[config.mk]
export PLATFORM = sky130hd
export DESIGN_NAME = bia_issue
export DESIGN_NICKNAME = d
export VERILOG_FILES = /design/src/rtl/core/bia_pkg.sv /design/src/rtl/core/bia_issue.sv
export SDC_FILE = /design/constraint.sdc
export NUM_CORES = 1
export LEC_CHECK = 0
export ABC_AREA = 1
export BUFFER_PORTS_ARGS = -buffer_cell sky130_fd_sc_hd__buf_2
export CAP_MARGIN = 10
export CORE_ASPECT_RATIO = 0.8
export CORE_UTILIZATION = 50
export DETAILED_ROUTE_END_ITERATION = 16
export GPL_TIMING_DRIVEN = 0
export HOLD_SLACK_MARGIN = 0.03
export MAX_ROUTING_LAYER = met4
export PLACE_DENSITY = 0.78
export REMOVE_ABC_BUFFERS = 1
export SETUP_SLACK_MARGIN = 0.05
export SKIP_CTS_REPAIR_TIMING = 1
export SLEW_MARGIN = 5
export SYNTH_ARGS = -nofsm -noshare
export SYNTH_HDL_FRONTEND = slang
export SYNTH_SLANG_ARGS = --single-unit
[constraint.sdc]
create_clock -name clk -period 6.46 [get_ports clk]
set_clock_uncertainty 0.05 [all_clocks]
set_input_delay 0 -clock clk [delete_from_list [all_inputs] [get_ports clk]]
set_output_delay 0 -clock clk [all_outputs]
set_load 0.01 [all_outputs]
[src/rtl/core/bia_pkg.sv]
// Shared types, codes and helpers for the bitmap index allocator.
package bia_pkg;

    localparam int WORD_BITS = 64;
    localparam int BIT_W     = 6;
    localparam int INDEX_W   = 12;
    localparam int CFG_W     = 7;
    localparam int STATUS_W  = 2;

    localparam logic [CFG_W-1:0] CFG_RESET_WORDS = 7'd64;

    localparam logic OP_ALLOC   = 1'b0;
    localparam logic OP_RELEASE = 1'b1;

    localparam logic [STATUS_W-1:0] ST_OK        = 2'd0;
    localparam logic [STATUS_W-1:0] ST_EXHAUSTED = 2'd1;
    localparam logic [STATUS_W-1:0] ST_RANGE     = 2'd2;

    // Item held between the issue stage and the resolve stage
    typedef struct packed {
        logic             vld;
        logic             op;
        logic             oor;
        logic [BIT_W-1:0] bit_idx;
    } item_t;

    // Position of the lowest set bit; 63 when the word is empty
    function automatic logic [BIT_W-1:0] lowest_set(input logic [WORD_BITS-1:0] w);
        logic [BIT_W-1:0] pos;
        pos = BIT_W'(WORD_BITS - 1);
        for (int i = WORD_BITS - 1; i >= 0; i--)
        begin
            if (w[i])
            begin
                pos = BIT_W'(i);
            end
        end
        return pos;
    endfunction

endpackage

[src/rtl/core/bia_issue.sv]
// Issue stage: word pointer, range check, bitmap read and item register.
module bia_issue #(
    parameter int DEPTH = 64
) (
    input  logic                                     clk,
    input  logic                                     rst_n,
    input  logic [bia_pkg::CFG_W-1:0]                words_in_use,
    input  logic                                     req_valid,
    output logic                                     req_stall,
    input  logic                                     operation,
    input  logic [bia_pkg::INDEX_W-1:0]              release_index,
    input  logic                                     take,
    output bia_pkg::item_t                           item,
    output logic [((DEPTH > 1) ? $clog2(DEPTH) : 1)-1:0] item_addr,
    output logic                                     rd_en,
    output logic [((DEPTH > 1) ? $clog2(DEPTH) : 1)-1:0] rd_addr
);

    localparam int AW = (DEPTH > 1) ? $clog2(DEPTH) : 1;
    localparam logic [bia_pkg::CFG_W-1:0] DEPTH_W = bia_pkg::CFG_W'(DEPTH);

    logic [AW-1:0]             ptr_reg;
    logic [AW-1:0]             ptr_next;
    bia_pkg::item_t            item_reg;
    bia_pkg::item_t            item_next;
    logic [AW-1:0]             addr_reg;
    logic [bia_pkg::CFG_W-1:0] n_eff;
    logic [7:0]                ptr8;
    logic [7:0]                cur8;
    logic [7:0]                nxt8;
    logic [11:0]               rel_word12;
    logic                      oor;
    logic                      accept;
    logic [AW-1:0]             addr;

    // Clamp the word count: zero acts as one, above the storage saturates
    always_comb
    begin
        if (words_in_use == '0)
        begin
            n_eff = bia_pkg::CFG_W'(1);
        end
        else if (words_in_use > DEPTH_W)
        begin
            n_eff = DEPTH_W;
        end
        else
        begin
            n_eff = words_in_use;
        end
    end

    always_comb
    begin
        ptr8 = 8'(ptr_reg);
        cur8 = (ptr8 >= 8'(n_eff)) ? 8'd0 : ptr8;
        nxt8 = cur8 + 8'd1;
        if (nxt8 >= 8'(n_eff))
        begin
            nxt8 = 8'd0;
        end
    end

    assign rel_word12 = {6'd0, release_index[11:6]};
    assign oor        = {1'b0, release_index} >= {n_eff, 6'd0};
    assign addr       = (operation == bia_pkg::OP_ALLOC) ? cur8[AW-1:0]
                                                         : rel_word12[AW-1:0];

    assign req_stall = item_reg.vld && !take;
    assign accept    = req_valid && !req_stall;

    always_comb
    begin
        ptr_next  = ptr_reg;
        item_next = item_reg;
        if (accept)
        begin
            if (operation == bia_pkg::OP_ALLOC)
            begin
                ptr_next = nxt8[AW-1:0];
            end
            item_next.vld     = 1'b1;
            item_next.op      = operation;
            item_next.oor     = oor;
            item_next.bit_idx = release_index[bia_pkg::BIT_W-1:0];
        end
        else if (take)
        begin
            item_next.vld = 1'b0;
        end
    end

    always_ff @(posedge clk or negedge rst_n)
    begin
        if (!rst_n)
        begin
            ptr_reg  <= '0;
            item_reg <= '0;
        end
        else
        begin
            ptr_reg  <= ptr_next;
            item_reg <= item_next;
        end
    end

    always_ff @(posedge clk)
    begin
        if (accept)
        begin
            addr_reg <= addr;
        end
    end

    assign item      = item_reg;
    assign item_addr = addr_reg;
    assign rd_en     = accept;
    assign rd_addr   = addr;

endmodule

== Word-level counts from Yosys, hierarchy flattened ==
Index checks and enable logic that the tools add are counted.

* $add $sub $neg: 1
* $lt $le $gt $ge: 4
* Muxes and demuxes: 7
* Bitwise operators: 1
* Reductions and logical operators: 7

{| class="wikitable"
|+ Operator list
! kind !! number
|-
| 6-bit two-way mux || 3
|-
| 7-bit two-way mux || 2
|-
| 12-bit by 13-bit greater-or-equal comparator with 1-bit output || 1
|-
| 6-bit by 1-bit adder with 7-bit output (second input constant) || 1
|-
| 6-bit by 7-bit greater-or-equal comparator with 1-bit output || 1
|-
| 7-bit greater-or-equal comparator || 1
|-
| 7-bit > comparator (second input constant) || 1
|-
| 7-bit logical NOT || 1
|-
| 1-bit logical AND || 2
|-
| 1-bit logical NOT || 2
|-
| 1-bit two-way mux || 2
|-
| 2-bit AND reduction || 1
|-
| 2-bit nonzero test || 1
|-
| 1-bit inverter || 1
|}

* Flip-flop bits (word level): 21
* Input bits: 24
* Output and inout port bits: 23
* Logic and storage cells: 26

== Longest topological paths before layout ==
* Word-level depth: 8
* Mapped depth: 26
* Depth with buffers taken out: 26

== Worst setup path before layout ==
No wires, ideal clock.

* Path kind: input to register
* From: input words_in_use[2] (netlist bit)
* To: register ptr_reg[3]
* Library setup time: 0.065 ns
* Data arrival time: 2.713 ns
* Slack: 3.632 ns
* Stages: 20
* Path buffers: 0
* Cell sequence: nor4_1 > nand2_1 > o21ai_0 > ha_1 > nor2_1 > o21ai_2 > nand2_4 > nand2_2 > nor2_1 > ha_1 > inv_1 > nor2_4 > nand3_1 > nor2_1 > ha_1 > a21oi_1 > nand2_1 > a21oi_4 > nand2_1 > nand2_1

* Word-level cells in the longest chain between the ends: 8
* Elaborated cells between the ends (all ways): 9
* Those cells by class: add/sub: 1; order compare: 3; mux: 4; reduce/logical: 1

{| class="wikitable"
|+ RTL lines
! what !! line !! RTL
|-
| start: declaration || bia_issue.sv:7 || <nowiki>input logic [bia_pkg::CFG_W-1:0] words_in_use,</nowiki>
|-
| 7-bit > comparator || bia_issue.sv:43 || <nowiki>else if (words_in_use > DEPTH_W)</nowiki>
|-
| 7-bit two-way mux || bia_issue.sv:43 ||
|-
| 7-bit two-way mux (*) || bia_issue.sv:39 || <nowiki>if (words_in_use == '0)</nowiki>
|-
| 6-bit by 7-bit greater-or-equal comparator with 1-bit output || bia_issue.sv:56 || <nowiki>cur8 = (ptr8 >= 8'(n_eff)) ? 8'd0 : ptr8;</nowiki>
|-
| 6-bit two-way mux || bia_issue.sv:56 ||
|-
| 6-bit by 1-bit adder with 7-bit output || bia_issue.sv:57 || <nowiki>nxt8 = cur8 + 8'd1;</nowiki>
|-
| 7-bit greater-or-equal comparator || bia_issue.sv:58 || <nowiki>if (nxt8 >= 8'(n_eff))</nowiki>
|-
| 6-bit two-way mux (*) || bia_issue.sv:58 ||
|-
| end signal: assignment || bia_issue.sv:102 || <nowiki>ptr_reg <= ptr_next;</nowiki>
|-
| end: declaration || bia_issue.sv:22 || <nowiki>logic [AW-1:0] ptr_reg;</nowiki>
|}

Mark *: on every way between the ends. The rest lies on a longest branch, timed or not.
A chain may end at the register's enable or synchronous reset.

== Worst setup path after layout ==
Ends and elaborated chain as after synthesis.

==> run metrics <==
Worst-Margin Slew 0.487 ns; Pwr Density 246 mW/mm^2; starting density of the core 54.5%; reg-to-reg setup timing slack 3.40 ns; hold crit path type in -> reg; crit-path max FO 6; Placer Congestion 0.832; final WL 3.45 mm; clk root buf clkbuf_8; DR WL/cell 11.7 um; FF-to-FF End ptr_reg[3]; # diodes 0; HP Start release_index[11]; WS Path Type in -> reg; Post-Synthesis Cells 198; max-slew violation count 0; Metal-1 WL 1.77 mm; Reg clk slew, reported paths 0.08 ns; total global routing overflow 0; status finished, final reports clean; Arr. time, crit path 3.34 ns; Seq/Total Area, Yosys 35.5%; clock buffer depth 2; # setup viols final 0; unrepaired setup endpoints after global routing no; Iteration-0 DRC Markers 83; metal3 WL 120 um; number of global-route vias before repair 1239; DRC errors left 0; CP startpoint kind input pin; fin nets 301; layout cells sized above 1 27.3%; r2r worst-path depth 17; Largest register FFs 9; commonest non-fill, non-tap cell in the layout nand2_1; filler cell count 235; global-route wire length before repair 5.52 mm; Post-DP HPWL 2.85 mm; Tmin final 3.20 ns; Yosys cell types 30; Syn Area/Cell 7.91 sq um; WP data required 6.60 ns; met2 routed WL 1.56 mm; CTS tree built; Yosys warning count 0; peak supply drop 0.000137 V; period utilisation layout 49.5%; Final Hold Viols 0; die area 0.00336 sq mm; I/O Buffers 46; async set or reset register ratio after synthesis 71.4%; Area growth syn-to-layout 26.2%; CTS buffer count 3; Achievable Freq 313 MHz; I/O pins 47; clock tree sinks 21; H-tree levels 1; Via Count 1426; largest net degree at the start of global routing 17; tightest slew margin relative to the limit 67.2%; initial antenna violation count 0; post-layout util 68.8%; width of the die 64.6 um; worst reg2reg startpoint ptr_reg[2]; Vias/cell 4.85; most frequent cells in the layout nand2_1, buf_2, inv_1; Primary FF master, synth dfrtp_1; Post-Route Setup TNS 0 ns; Core Box Area 0.00287 sq mm; clk_lat worst skew 0.25 ns; Setup crit end kind register; synthesized cell area 0.00157 sq mm; num rows 17; GRT Overall Usage 22.5%; Post-synth EDFFs 6; #FFs+latches synth 21; hold path depth 3; highest routed metal layer met3; Leakage 1.10 nW; Worst Hold Endpoint item_addr[5]; first-pass iteration count of the detailed router 4; max_cap viols 0; Final ANT Viol Nets 0; die height 52.0 um
[synth_stat cells (all sizes together) (3+ instances only)]
cell	number	area, sq um
dfrtp	15	375
inv	26	100
nor2	15	97.6
edfxtp	6	180
nand2	85	342
o21ai	7	38.8
nand3	7	65.1
a21oi	5	36.3
ha	20	250
nand4	3	18.8
[area by class of cell]
class                           instances  area [sq um]  area share, %
Clock buffer                            3          41.3           2.09
Multi-Input combinational cell        150           906           45.9
Clock inverter                          1          5.00          0.253
Timing Repair Buffer                   55           320           16.2
Sequential cell                        21           556           28.1
Tap cell                               38          47.5           2.41
Inverter                               26           100           5.07
[cells by family after synthesis]
group,count (synthesis),share of synthesized area [%]
simple gates,112,34.1
buf+inv,27,6.63
flops,21,35.5
fa+ha+maj,20,16.0
compound gates,17,7.20
xor+xnor,1,0.560
[through the flow]
| step | cells | setup slack (ns) | total power, W | hold slack, ns | instance area [sq um] |
|---|---|---|---|---|---|
| after CTS | 285 | 3.26 | 0.000486 | -0.412 | 1890 |
| after global placement | 281 | 3.12 | 0.000396 | -0.131 | 1840 |
| after detailed placement | 281 | 3.01 | 0.000402 | -0.129 | 1840 |
| after global routing | 294 | 2.84 | 0.000531 | 0.0399 | 1980 |
| final | 294 | 3.26 | 0.000486 | 0.0129 | 1980 |
| after floorplan | 197 | 3.63 | 0.000339 | -0.346 | 1560 |
[power by group]
group	leakage, nW	internal, W	switching (W)
Combinational	0.823	0.0000892	0.000136
Clock	0.0255	0.0000428	0.0000401
Sequential	0.247	0.000159	0.0000187
Total	1.10	0.000291	0.000195
[metal layers]
layer | global-route usage [%] | vias up
li1 | - | 755
met3 | 4.82 | 0
met1 | 30.9 | 636
met4 | 2.22 | 0
met2 | 35.4 | 35
met5 | - | -
[how the worst max path moves through the flow]
stage / cells past startpoint / end / start
after floorplan: 20 / ptr_reg[3] / words_in_use[2]
after global placement: 21 / ptr_reg[5] / words_in_use[2]
after detailed placement: 21 / ptr_reg[4] / words_in_use[2]
after CTS: 21 / ptr_reg[4] / words_in_use[2]
after global routing: 21 / ptr_reg[1] / words_in_use[2]
final: 21 / ptr_reg[3] / words_in_use[2]
[critical path, cell delays in order]
cell     delay, ns
buf_2         0.10
nor4_1        0.26
nand2_1       0.09
o21ai_0       0.41
ha_1          0.32
nor2_1        0.14
o21ai_2       0.08
nand2_4       0.11
nand2_2       0.09
nor2_1        0.25
ha_1          0.26
inv_1         0.08
nor2_4        0.12
nand3_1       0.09
nor2_1        0.11
ha_1          0.24
a21oi_1       0.15
nand2_1       0.10
a21oi_4       0.19
nand2_1       0.08
nand2_1       0.06
(Power assumes the default switching activity.)
